File: src/rtl/wpts_pkg.sv
// Package for the WAV PCM to 16-bit stereo converter.
// Holds the parse phase type, chunk constants and the structs passed between modules.
// No dependencies.
package wpts_pkg;

    typedef enum logic [2:0] {
        PH_RIFF      = 3'd0,
        PH_FMT_HDR   = 3'd1,
        PH_FMT_SKIP  = 3'd2,
        PH_FMT_BODY  = 3'd3,
        PH_DATA_HDR  = 3'd4,
        PH_DATA_SKIP = 3'd5,
        PH_STREAM    = 3'd6
    } phase_t;

    localparam logic [31:0] RIFF_HEADER_BYTES = 32'd12;
    localparam logic [31:0] CHUNK_HDR_BYTES   = 32'd8;
    localparam logic [31:0] FMT_BODY_BYTES    = 32'd16;
    localparam logic [31:0] MAX_RATE          = 32'd48000;
    localparam logic [31:0] ID_FMT            = 32'h2074_6D66;
    localparam logic [31:0] ID_DATA           = 32'h6174_6164;
    localparam logic [7:0]  OFFSET_BIN_FLIP   = 8'h80;

    localparam logic KIND_REPORT = 1'b0;
    localparam logic KIND_FRAME  = 1'b1;

    localparam int TDATA_W = 72;

    typedef struct packed {
        logic       clear;
        logic       take;
        logic [7:0] data;
        logic [1:0] nbytes;
        logic       stereo;
    } strm_t;

    typedef struct packed {
        logic        valid;
        logic        accepted;
        logic [31:0] size;
    } report_t;

    typedef struct packed {
        logic               valid;
        logic signed [15:0] left;
        logic signed [15:0] right;
    } frame_t;

    typedef struct packed {
        logic        kind;
        logic [15:0] left;
        logic [15:0] right;
        logic        accepted;
        logic [31:0] size;
    } result_t;

endpackage

File: src/rtl/wpts_parser.sv
// Byte-serial RIFF/WAV chunk parser: header skip, fmt latch and data chunk search.
// Produces the format report and hands sample bytes to the converter.
// Depends on wpts_pkg.
module wpts_parser (
    input  logic             clk,
    input  logic             rst_n,
    input  logic             take,
    input  logic [7:0]       data,
    input  logic             sof,
    output wpts_pkg::strm_t   strm,
    output wpts_pkg::report_t report
);
    import wpts_pkg::*;

    phase_t      phase_reg, phase_next, phase_cur;
    logic [31:0] count_reg, count_next, count_cur, count_inc, count_dec;
    logic [63:0] hdr_reg, hdr_next, hdr_cur, hdr_shift;
    logic [15:0] chan_reg, chan_next, chan_cur;
    logic [31:0] rate_reg, rate_next, rate_cur;
    logic [15:0] width_reg, width_next, width_cur;
    logic        acc_reg, acc_next, acc_cur;
    logic        verdict;
    logic [31:0] fmt_size;

    // A start-of-file request clears everything before its byte is parsed.
    always_comb
    begin
        phase_cur = sof ? PH_RIFF : phase_reg;
        count_cur = sof ? 32'd0 : count_reg;
        hdr_cur   = sof ? 64'd0 : hdr_reg;
        chan_cur  = sof ? 16'd0 : chan_reg;
        rate_cur  = sof ? 32'd0 : rate_reg;
        width_cur = sof ? 16'd0 : width_reg;
        acc_cur   = sof ? 1'b0 : acc_reg;
    end

    assign count_inc = count_cur + 32'd1;
    assign count_dec = count_cur - 32'd1;
    assign hdr_shift = {data, hdr_cur[63:8]};
    assign fmt_size  = hdr_cur[63:32];
    assign verdict   = (rate_cur <= MAX_RATE) && (chan_cur <= 16'd2)
                       && ((width_cur == 16'd8) || (width_cur == 16'd16)
                           || (width_cur == 16'd24));

    always_comb
    begin
        phase_next = phase_cur;
        count_next = count_cur;
        hdr_next   = hdr_cur;
        chan_next  = chan_cur;
        rate_next  = rate_cur;
        width_next = width_cur;
        acc_next   = acc_cur;
        case (phase_cur)
            PH_RIFF:
            begin
                count_next = count_inc;
                if (count_inc >= RIFF_HEADER_BYTES)
                begin
                    count_next = 32'd0;
                    phase_next = PH_FMT_HDR;
                end
            end
            PH_FMT_HDR, PH_DATA_HDR:
            begin
                hdr_next   = hdr_shift;
                count_next = count_inc;
                if (count_inc >= CHUNK_HDR_BYTES)
                begin
                    count_next = 32'd0;
                    if (phase_cur == PH_FMT_HDR && hdr_shift[31:0] == ID_FMT)
                    begin
                        phase_next = PH_FMT_BODY;
                    end
                    else if (phase_cur == PH_DATA_HDR && hdr_shift[31:0] == ID_DATA)
                    begin
                        acc_next   = verdict;
                        phase_next = PH_STREAM;
                    end
                    else if (hdr_shift[63:32] != 32'd0)
                    begin
                        count_next = hdr_shift[63:32];
                        phase_next = (phase_cur == PH_FMT_HDR) ? PH_FMT_SKIP
                                                               : PH_DATA_SKIP;
                    end
                end
            end
            PH_FMT_SKIP, PH_DATA_SKIP:
            begin
                count_next = count_dec;
                if (count_dec == 32'd0)
                begin
                    phase_next = (phase_cur == PH_FMT_SKIP) ? PH_FMT_HDR : PH_DATA_HDR;
                end
            end
            PH_FMT_BODY:
            begin
                case (count_cur[3:0])
                    4'd2:    chan_next  = {chan_cur[15:8], data};
                    4'd3:    chan_next  = {data, chan_cur[7:0]};
                    4'd4:    rate_next  = {rate_cur[31:8], data};
                    4'd5:    rate_next  = {rate_cur[31:16], data, rate_cur[7:0]};
                    4'd6:    rate_next  = {rate_cur[31:24], data, rate_cur[15:0]};
                    4'd7:    rate_next  = {data, rate_cur[23:0]};
                    4'd14:   width_next = {width_cur[15:8], data};
                    4'd15:   width_next = {data, width_cur[7:0]};
                    default: ;
                endcase
                count_next = count_inc;
                if (count_inc >= FMT_BODY_BYTES)
                begin
                    if (fmt_size > FMT_BODY_BYTES)
                    begin
                        count_next = fmt_size - FMT_BODY_BYTES;
                        phase_next = PH_DATA_SKIP;
                    end
                    else
                    begin
                        count_next = 32'd0;
                        phase_next = PH_DATA_HDR;
                    end
                end
            end
            PH_STREAM:
            begin
            end
            default:
            begin
                phase_next = PH_RIFF;
            end
        endcase
    end

    always_comb
    begin
        report          = '0;
        strm            = '0;
        strm.data       = data;
        strm.nbytes     = width_cur[4:3];
        strm.stereo     = (chan_cur == 16'd2);
        strm.clear      = take && sof;
        case (phase_cur)
            PH_DATA_HDR:
            begin
                if (take && count_inc >= CHUNK_HDR_BYTES && hdr_shift[31:0] == ID_DATA)
                begin
                    report.valid    = 1'b1;
                    report.accepted = verdict;
                    report.size     = hdr_shift[63:32];
                    strm.clear      = 1'b1;
                end
            end
            PH_STREAM:
            begin
                strm.take = take && acc_cur && (width_cur[15:5] == 11'd0)
                            && (width_cur[4:3] != 2'd0);
            end
            default: ;
        endcase
    end

    always_ff @(posedge clk or negedge rst_n)
    begin
        if (!rst_n)
        begin
            phase_reg <= PH_RIFF;
            count_reg <= '0;
            hdr_reg   <= '0;
            chan_reg  <= '0;
            rate_reg  <= '0;
            width_reg <= '0;
            acc_reg   <= 1'b0;
        end
        else if (take)
        begin
            phase_reg <= phase_next;
            count_reg <= count_next;
            hdr_reg   <= hdr_next;
            chan_reg  <= chan_next;
            rate_reg  <= rate_next;
            width_reg <= width_next;
            acc_reg   <= acc_next;
        end
    end

endmodule

File: src/rtl/wpts_sample.sv
// Sample assembler: builds 8, 16 or 24-bit PCM samples from bytes and forms
// 16-bit stereo frames, duplicating mono. Depends on wpts_pkg.
module wpts_sample (
    input  logic            clk,
    input  logic            rst_n,
    input  wpts_pkg::strm_t  strm,
    output wpts_pkg::frame_t frame
);
    import wpts_pkg::*;

    logic [23:0] asm_reg, asm_next, asm_new;
    logic [1:0]  pos_reg, pos_next, pos_inc;
    logic [15:0] left_reg, left_next;
    logic        tog_reg, tog_next;
    logic [15:0] val;
    logic        done;

    always_comb
    begin
        case (pos_reg)
            2'd0:    asm_new = {asm_reg[23:8], strm.data};
            2'd1:    asm_new = {asm_reg[23:16], strm.data, asm_reg[7:0]};
            2'd2:    asm_new = {strm.data, asm_reg[15:0]};
            default: asm_new = asm_reg;
        endcase
    end

    assign pos_inc = pos_reg + 2'd1;
    assign done    = (pos_inc == strm.nbytes);

    always_comb
    begin
        case (strm.nbytes)
            2'd1:    val = {asm_new[7:0] ^ OFFSET_BIN_FLIP, 8'h00};
            2'd2:    val = asm_new[15:0];
            2'd3:    val = asm_new[23:8];
            default: val = 16'd0;
        endcase
    end

    always_comb
    begin
        asm_next    = asm_reg;
        pos_next    = pos_reg;
        left_next   = left_reg;
        tog_next    = tog_reg;
        frame       = '0;
        if (strm.clear)
        begin
            asm_next = '0;
            pos_next = '0;
            tog_next = 1'b0;
        end
        else if (strm.take)
        begin
            asm_next = asm_new;
            pos_next = pos_inc;
            if (done)
            begin
                asm_next = '0;
                pos_next = '0;
                if (!strm.stereo)
                begin
                    frame.valid = 1'b1;
                    frame.left  = val;
                    frame.right = val;
                end
                else if (!tog_reg)
                begin
                    left_next = val;
                    tog_next  = 1'b1;
                end
                else
                begin
                    tog_next    = 1'b0;
                    frame.valid = 1'b1;
                    frame.left  = left_reg;
                    frame.right = val;
                end
            end
        end
    end

    always_ff @(posedge clk or negedge rst_n)
    begin
        if (!rst_n)
        begin
            asm_reg  <= '0;
            pos_reg  <= '0;
            left_reg <= '0;
            tog_reg  <= 1'b0;
        end
        else
        begin
            asm_reg  <= asm_next;
            pos_reg  <= pos_next;
            left_reg <= left_next;
            tog_reg  <= tog_next;
        end
    end

endmodule

File: src/rtl/wpts_out_buf.sv
// Result register with one skid entry between the converter and the output stream.
// Depends on wpts_pkg.
module wpts_out_buf (
    input  logic             clk,
    input  logic             rst_n,
    input  logic             in_valid,
    input  wpts_pkg::result_t in_data,
    output logic             in_ready,
    output logic             out_valid,
    input  logic             out_ready,
    output wpts_pkg::result_t out_data
);
    import wpts_pkg::*;

    logic    out_valid_reg, out_valid_next;
    logic    skid_valid_reg, skid_valid_next;
    result_t out_data_reg, out_data_next;
    result_t skid_data_reg, skid_data_next;
    logic    pop;

    assign pop       = out_valid_reg && out_ready;
    assign in_ready  = !skid_valid_reg;
    assign out_valid = out_valid_reg;
    assign out_data  = out_data_reg;

    always_comb
    begin
        out_valid_next  = out_valid_reg;
        skid_valid_next = skid_valid_reg;
        out_data_next   = out_data_reg;
        skid_data_next  = skid_data_reg;
        if (skid_valid_reg)
        begin
            if (pop)
            begin
                out_data_next   = skid_data_reg;
                skid_valid_next = 1'b0;
            end
        end
        else if (in_valid)
        begin
            if (!out_valid_reg || pop)
            begin
                out_data_next  = in_data;
                out_valid_next = 1'b1;
            end
            else
            begin
                skid_data_next  = in_data;
                skid_valid_next = 1'b1;
            end
        end
        else if (pop)
        begin
            out_valid_next = 1'b0;
        end
    end

    always_ff @(posedge clk or negedge rst_n)
    begin
        if (!rst_n)
        begin
            out_valid_reg  <= 1'b0;
            skid_valid_reg <= 1'b0;
        end
        else
        begin
            out_valid_reg  <= out_valid_next;
            skid_valid_reg <= skid_valid_next;
        end
    end

    always_ff @(posedge clk)
    begin
        out_data_reg  <= out_data_next;
        skid_data_reg <= skid_data_next;
    end

`ifndef ASSERT_OFF
    a_skid_implies_out: assert property (@(posedge clk) disable iff (!rst_n)
        skid_valid_reg |-> out_valid_reg)
        else $error("Skid entry is full while the result register is empty.");

    a_no_push_when_full: assert property (@(posedge clk) disable iff (!rst_n)
        in_valid |-> in_ready)
        else $error("A result arrived while the skid entry was full.");

    a_skid_drains: assert property (@(posedge clk) disable iff (!rst_n)
        skid_valid_reg && pop |=> !skid_valid_reg && out_valid_reg
                                  && out_data_reg == $past(skid_data_reg))
        else $error("Skid entry did not move into the result register.");
`endif

endmodule

File: src/rtl/wav_pcm_to_stereo16_top.sv
// Top level of the WAV PCM to 16-bit stereo converter.
// Depends on wpts_pkg, wpts_parser, wpts_sample and wpts_out_buf.
//
// Usage:
//   The input stream carries one byte of a WAV file per request on s_tdata;
//   s_tuser high marks the first byte of a new file and restarts the parser.
//   The output stream carries at most one result per input byte. m_tuser low
//   is the format report given when the data chunk is found (data size and
//   format verdict); m_tuser high is a 16-bit stereo frame.
//   A result is registered in the output stage when the byte that caused it is
//   accepted. Throughput: one byte per cycle while s_tready is high, set by the
//   combinational parser and sample assembler between the state registers.
//   When the receiver stalls, the result register holds and one more result
//   goes into a skid entry; s_tready drops only while that entry is full.
//   Reset clears the parser to the start of the RIFF header and empties the
//   output stage; a new file may also start at any time with s_tuser.
module wav_pcm_to_stereo16_top (
    input  logic        clk,
    input  logic        rst_n,
    input  logic        s_tvalid,
    output logic        s_tready,
    input  logic [7:0]  s_tdata,   // [7:0] in_byte
    input  logic        s_tuser,   // [0] start_of_file
    output logic        m_tvalid,
    input  logic        m_tready,
    output logic [71:0] m_tdata,   // [15:0] left_sample, [31:16] right_sample,
                                   // [32] format_accepted, [64:33] data_bytes,
                                   // [71:65] zero
    output logic        m_tuser    // [0] kind
);
    import wpts_pkg::*;

    logic    take;
    strm_t   strm;
    report_t report;
    frame_t  frame;
    result_t res;
    result_t out_res;

    assign take = s_tvalid && s_tready;

    wpts_parser u_parser (
        .clk    (clk),
        .rst_n  (rst_n),
        .take   (take),
        .data   (s_tdata),
        .sof    (s_tuser),
        .strm   (strm),
        .report (report)
    );

    wpts_sample u_sample (
        .clk   (clk),
        .rst_n (rst_n),
        .strm  (strm),
        .frame (frame)
    );

    always_comb
    begin
        if (frame.valid)
        begin
            res.kind     = KIND_FRAME;
            res.left     = frame.left;
            res.right    = frame.right;
            res.accepted = 1'b1;
            res.size     = 32'd0;
        end
        else
        begin
            res.kind     = KIND_REPORT;
            res.left     = 16'd0;
            res.right    = 16'd0;
            res.accepted = report.accepted;
            res.size     = report.size;
        end
    end

    wpts_out_buf u_out_buf (
        .clk       (clk),
        .rst_n     (rst_n),
        .in_valid  (frame.valid || report.valid),
        .in_data   (res),
        .in_ready  (s_tready),
        .out_valid (m_tvalid),
        .out_ready (m_tready),
        .out_data  (out_res)
    );

    assign m_tuser = out_res.kind;
    assign m_tdata = {7'd0, out_res.size, out_res.accepted, out_res.right, out_res.left};

endmodule
File: config.mk
export PLATFORM = sky130hd
export DESIGN_NAME = wav_pcm_to_stereo16_top
export DESIGN_NICKNAME = d
export VERILOG_FILES = /design/src/rtl/wpts_pkg.sv /design/src/rtl/wpts_parser.sv /design/src/rtl/wpts_sample.sv /design/src/rtl/wpts_out_buf.sv /design/src/rtl/wav_pcm_to_stereo16_top.sv
export SDC_FILE = /design/constraint.sdc
export NUM_CORES = 1
export LEC_CHECK = 0
export BUFFER_PORTS_ARGS = -buffer_cell sky130_fd_sc_hd__buf_4
export CAP_MARGIN = 20
export CORE_MARGIN = 2
export CORE_UTILIZATION = 69
export CTS_BUF_LIST = sky130_fd_sc_hd__clkbuf_4
export CTS_CLUSTER_DIAMETER = 30
export DETAILED_ROUTE_END_ITERATION = 10
export GPL_TIMING_DRIVEN = 0
export PLACE_DENSITY_LB_ADDON = 0.15
export SYNTH_ARGS = -nofsm -noshare
export SYNTH_HDL_FRONTEND = slang
export SYNTH_SLANG_ARGS = --single-unit
File: constraint.sdc
create_clock -name clk -period 13.5 [get_ports clk]
set_input_delay 2.7 -clock clk [delete_from_list [all_inputs] [get_ports clk]]
set_output_delay 2.7 -clock clk [all_outputs]
set_load 0.01 [all_outputs]
==> results.md, run 1 <==
- Initial drt markers: 2,654
- Power, Total: 0.00210 W
- Filler cell count: 1,633
- Sequential share of the synthesized area: 0.500
- Ys async rst share: 0.604
- Leak Pwr: 8.07 nW
- Rel. slew slack: 0.264
- Die Ht: 165 µm
- Proportion of layout cells with a drive suffix above 1: 0.153
- GPL Wtd Cong: 1.02
- Slowest cell on the critical path: nor3b_2
- Min-Delay Path Class: flip-flop to flip-flop
- Final hold vios: 0
- Max Cap Viol: 0
- Combinational fraction of design power: 0.077
- PnR worst setup slack: 5090 ps
- Post-Syn Area: 0.0180 mm²
- Avg WL per Cell: 25.0 µm
- Synth area leaders: dfrtp_1, edfxtp_1, nand2_1
- Startpoint Class: input port
- DP Worst Slack: 4760 ps
- Max stage delay on crit path: 670 ps
- Final Util: 0.783
- Register area: 0.00899 mm²
- Tmin final: 8410 ps
- Power Density: 104 mW/mm²
- Yosys warnings: 0
- DR DRC count: 0
- Core box area: 0.0258 mm²
- Total wire length: 61,600 µm
- Total clock sinks: 333
- Clk buf depth: 3
- Final net count: 2,087
- Synth Instances: 1,889
- Internal cell power: 0.00154 W
- Flops & latches, synth: 333
- HPWL Detailed: 41,800 µm
- Initial core utilization: 0.696
- Top cell by count, worst path: buf_6
- EDFF count, synth: 132
- CTS Buf Count: 85
- Max Clock Skew: 46.9 ps
- Critical Path RT: 13,930 ps
- Post-Layout Inst Area: 0.0202 mm²
- TritonCTS clock tree: built
- Global-route wire length before repair: 93,200 µm
- I/O Pins: 88
- Initial antenna violation count: 1
- Crit path DAT: 8840 ps
- Dpl cell area: 0.0191 mm²
- Worst-path cell chain: buf_4, buf_2, bufinv_8, clkbuf_8, clkbuf_8, clkbuf_1, nand2_1, inv_1, ha_1, nand3_1, nor4_1, xnor2_1, a21oi_1, nor2_1, a31oi_1, nor3_4, a21boi_1, buf_2, nor2_1, nor3b_2, buf_6, buf_6, buf_6
- CTS hold repair buffers: 0
- Routed vias/inst: 7.04
- Post-CTS setup buffer count: 0
- Synth cell types: 91
- RSZ-0062 raised after global routing: no
- CTS root buf: clkbuf_4
- Largest net degree at the start of global routing: 132
- Average cell area after synthesis: 9.53 µm²
- CTS H-tree lvls: 3
- Vias: 17,377
- Vias in the first global route: 16,623
- Area grow syn2layout: 12.4%
- TritonRoute pass-1 iters: 8
- Final cycle utilization of the critical path: 0.623
- Status: finished, final reports clean
- Worst setup EP type: flip-flop
- Sw frac: 0.266
- CP max FO: 13
- Die width: 165 µm
- Final Setup Violations: 0
- Top-area cell type share of the netlist area: 0.280
- Post-synth top cells: nand2_1, dfrtp_1, nor2_1
- Die area: 0.0274 mm²
- Synth Flop Type: dfrtp_1
- Flop pwr share: 0.502
- I/O Buffers: 72
- Max Slew Vio Count: 0
- VDD IR max: 0.0000957 V
- NetSw: 0.000559 W
- Worst-path clk slew: 60 ps
- Multi-input logic area: 0.00806 mm²
- Global Route Usage Sum: 0.447
- CTS resizes: 0
- Worst-skew pair later-pin latency: 740 ps
- Clock share of power: 0.420
- Kind of critical path: input port to flip-flop
- Synth area leader: dfrtp_1
- Antenna Nets Post-Route: 0
- Row cnt: 59
- Total gr overflow: 0
- Top-count cell post-synth: nand2_1
- Fmax: 119 MHz
- Hold Slack: 486 ps
- Slew @ Worst Pin: 1100 ps
logic make-up (layout without fill, tap and decap cells):
| logic type | after synthesis | count (layout) | synth area share |
|---|---|---|---|
| other | 1 | 15 | 0.000208 |
| adders and majority gates | 11 | 11 | 0.00765 |
| buffers and inverters | 194 | 425 | 0.0542 |
| AOI/OAI and AO/OA | 553 | 553 | 0.203 |
| muxes | 22 | 22 | 0.0133 |
| DFF | 333 | 333 | 0.500 |
| xor gates and xnor gates | 44 | 44 | 0.0214 |
| and+or+nand+nor | 731 | 731 | 0.201 |
critical path: cells and delay by family:
kind	cells	cell delay, ps
xor gates and xnor gates	1	150
and+or+nand+nor	7	1970
adders and majority gates	1	210
buffers and inverters	11	2720
AOI/OAI and AO/OA	3	1060
per-layer routing:
| metal | vias up | wire length, µm | GRT usage |
|---|---|---|---|
| li1 | 7328 | - | - |
| met1 | 8141 | 22500 | 0.592 |
| met2 | 1558 | 27000 | 0.662 |
| met3 | 350 | 8520 | 0.133 |
| met4 | 0 | 3620 | 0.249 |
| met5 | - | 0 | 0 |
final cells by class:
class	count	area share
Clock inverter	26	0.00742
Inverter	32	0.00662
Tap cell	335	0.0207
Clock buffer	124	0.0460
Timing Repair Buffer	81	0.0335
Antenna cell	8	0.000990
Sequential cell	333	0.445
Buffer	162	0.0416
Multi-Input combinational cell	1368	0.398
final timing paths:
path | from | to | slack (ps) | depth (start not counted)
max | s_tuser | u_out_buf.skid_data_reg[14]$_DFFE_PP_ | 5090 | 23
min | u_parser.width_reg[1]$_DFFE_PN0P_ | u_parser.width_reg[1]$_DFFE_PN0P_ | 490 | 2
max reg2reg | u_parser.count_reg[0]$_DFFE_PN0P_ | u_out_buf.skid_data_reg[14]$_DFFE_PP_ | 8260 | 17
min reg2reg | u_parser.width_reg[1]$_DFFE_PN0P_ | u_parser.width_reg[1]$_DFFE_PN0P_ | 490 | 2
max in group asynchronous | rst_n | u_parser.hdr_reg[35]$_DFFE_PN0P_ | 10500 | 2
min in group asynchronous | rst_n | u_parser.count_reg[23]$_DFFE_PN0P_ | 1930 | 1
cell usage in the layout (no fill, tap or decap), types with 37 or more instances in the layout:
master / synthesis / final
nand2_1: 247 / 247
dfrtp_1: 201 / 201
nor2_1: 173 / 173
o21ai_0: 160 / 160
edfxtp_1: 132 / 132
clkbuf_4: 0 / 124
clkbuf_1: 104 / 104
a22oi_1: 88 / 87
buf_4: 10 / 81
a21o_1: 67 / 67
a21oi_1: 49 / 49
nor3_1: 44 / 44
nor4_1: 43 / 43
nand3_1: 43 / 43
o21ai_1: 37 / 37
metrics by stage:
stage,TNS [ps],std cells
2_1_floorplan,0,1895
3_3_place_gp,-49350,2302
3_5_place_dp,0,2311
4_1_cts,0,2461
5_1_grt,0,2465
6_report,0,2469
power by group through the flow:
stage | sequential (W) | clock (W) | combinational, W
after floorplan | 0.00107 | 0 | 0.0000991
after global placement | 0.00107 | 0 | 0.000151
after detailed placement | 0.00107 | 0 | 0.000153
after CTS | 0.00105 | 0.000880 | 0.000154
after global routing | 0.00105 | 0.000934 | 0.000171
final | 0.00105 | 0.000883 | 0.000162
Note: power is estimated with default switching activity, not from simulation.
==> run 2: changes to the inputs <==
--- a/config.mk
+++ b/config.mk
@@ -8,7 +8,7 @@
 export BUFFER_PORTS_ARGS = -buffer_cell sky130_fd_sc_hd__buf_4
 export CAP_MARGIN = 20
 export CORE_MARGIN = 2
-export CORE_UTILIZATION = 69
+export CORE_UTILIZATION = 64
 export CTS_BUF_LIST = sky130_fd_sc_hd__clkbuf_4
 export CTS_CLUSTER_DIAMETER = 30
 export DETAILED_ROUTE_END_ITERATION = 10
==> constraint.sdc (replaced) <==
create_clock -name clk -period 8.7 [get_ports clk]
set_input_delay 1.74 -clock clk [delete_from_list [all_inputs] [get_ports clk]]
set_output_delay 1.74 -clock clk [all_outputs]
set_load 0.01 [all_outputs]
==> results.md, run 2 (synthesis gave the netlist of run 1 again) <==
- Status: finished, final reports clean
- Final cycle utilization of the critical path: 0.877
- VDD IR max: 0.000153 V
- CTS hold repair buffers: 0
- DR DRC count: 0
- Filler cell count: 2,023
- I/O Pins: 88
- Kind of critical path: input port to flip-flop
- PnR worst setup slack: 1070 ps
- Max Clock Skew: 64.1 ps
- Fmax: 131 MHz
- Vias: 17,189
- Die area: 0.0295 mm²
- Die width: 172 µm
- Slew @ Worst Pin: 1020 ps
- Initial core utilization: 0.650
- CTS Buf Count: 86
- Leak Pwr: 8.08 nW
- Startpoint Class: input port
- R2R Setup Slk: 3220 ps
- Total gr overflow: 0
- Worst-skew pair later-pin latency: 780 ps
- Worst setup EP type: flip-flop
- Min-Delay Path Class: flip-flop to flip-flop
- Most common cell after layout, fill and taps aside: nand2_1
- CTS root buf: clkbuf_4
- Power Density: 162 mW/mm²
- Initial drt markers: 2,758
- TritonRoute pass-1 iters: 7
- Commonest non-fill, non-tap cells in the layout: nand2_1, dfrtp_1, nor2_1, o21ai_0, edfxtp_1
- Global-route wire length before repair: 90,300 µm
- Proportion of layout cells with a drive suffix above 1: 0.153
- GPL Wtd Cong: 1.02
- Total clock sinks: 333
- Core box area: 0.0277 mm²
- Worst-path clk slew: 60 ps
- Max Slew Vio Count: 0
- Row cnt: 61
- Die Ht: 172 µm
- Total wire length: 59,900 µm
- CTS H-tree lvls: 3
- Final Util: 0.732
- Tmin final: 7630 ps
- Clk buf depth: 3
- CTS resizes: 0
- Antenna Nets Post-Route: 0
- CP max FO: 20
- RSZ-0062 raised after global routing: no
- Area grow syn2layout: 12.7%
- TritonCTS clock tree: built
- Critical Path RT: 9170 ps
- Rel. slew slack: 0.323
- Global Route Usage Sum: 0.404
- Avg WL per Cell: 23.9 µm
- Max Cap Viol: 0
- Initial antenna violation count: 1
- Largest net degree at the start of global routing: 128
- Final Setup Violations: 0
- Post-CTS setup buffer count: 0
- HPWL Detailed: 41,500 µm
- Routed vias/inst: 6.87
- Crit path DAT: 8100 ps
- Final hold vios: 0
- DP Worst Slack: 674 ps
- Vias in the first global route: 15,826
- Power, Total: 0.00329 W
- I/O Buffers: 72
- Final net count: 2,086
==> run 2: worst max-delay path, cell delays in order <==
cell and delay [ps]:
buf_4 130, buf_2 180, bufinv_8 230, clkbuf_8 210, clkbuf_8 240, clkbuf_1 520, nand2_1 280, inv_1 150
ha_1 250, nand3_1 170, nor4_1 630, xnor2_1 150, a21oi_1 180, nor2_1 60, a31oi_1 300, nor3_4 130
a21boi_1 590, buf_2 430, nor2_1 170, a22oi_2 660, buf_8 270, buf_8 200, buf_8 200
==> run 2: through the flow <==
stage	instance area, µm²	std cells	TNS, ps	hold slack, ps
after global placement	19000	2345	-251970	455
final	20300	2503	0	478
after detailed placement	19200	2352	0	471
after global routing	20300	2503	0	488
after floorplan	18000	1895	0	442
after CTS	20300	2502	0	482
==> run 2: where the power goes <==
part | internal (W) | switching (W) | total [W]
registers | 0.00163 | 0.00000852 | 0.00164
logic | 0.0000744 | 0.000180 | 0.000254
clock network | 0.000712 | 0.000683 | 0.00140
total | 0.00241 | 0.000872 | 0.00329
==> run 2: final timing paths <==
kind,startpoint,to,depth (start not counted)
worst min register to register,u_parser.rate_reg[29]$_DFFE_PN0P_,u_parser.rate_reg[29]$_DFFE_PN0P_,2
worst max-delay path,s_tuser,u_out_buf.out_data[15]$_DFFE_PP_,23
worst min-delay path,u_parser.rate_reg[29]$_DFFE_PN0P_,u_parser.rate_reg[29]$_DFFE_PN0P_,2
worst max register to register,u_parser.count_reg[1]$_DFFE_PN0P_,u_out_buf.out_data[15]$_DFFE_PP_,17
max in group asynchronous,rst_n,u_parser.width_reg[2]$_DFFE_PN0P_,2
min in group asynchronous,rst_n,u_parser.count_reg[8]$_DFFE_PN0P_,1
==> run 2: routing by layer <==
| layer | share of wire | global-route usage |
|---|---|---|
| met5 | 0 | 0 |
| met4 | 0.043 | 0.172 |
| met3 | 0.13 | 0.0916 |
| met2 | 0.44 | 0.614 |
| met1 | 0.39 | 0.562 |
==> run 2: area by class of cell <==
class | instances | area (µm²) | area share
diodes | 1 | 2.50 | 0.000123
plain buffers | 162 | 841 | 0.0415
clock buffers | 122 | 916 | 0.0452
clock inverters | 28 | 191 | 0.00944
inverters | 32 | 134 | 0.00660
multi-input cells | 1368 | 8070 | 0.398
flip-flops and latches | 333 | 8990 | 0.443
well taps | 378 | 473 | 0.0233
repair buffers | 79 | 666 | 0.0328
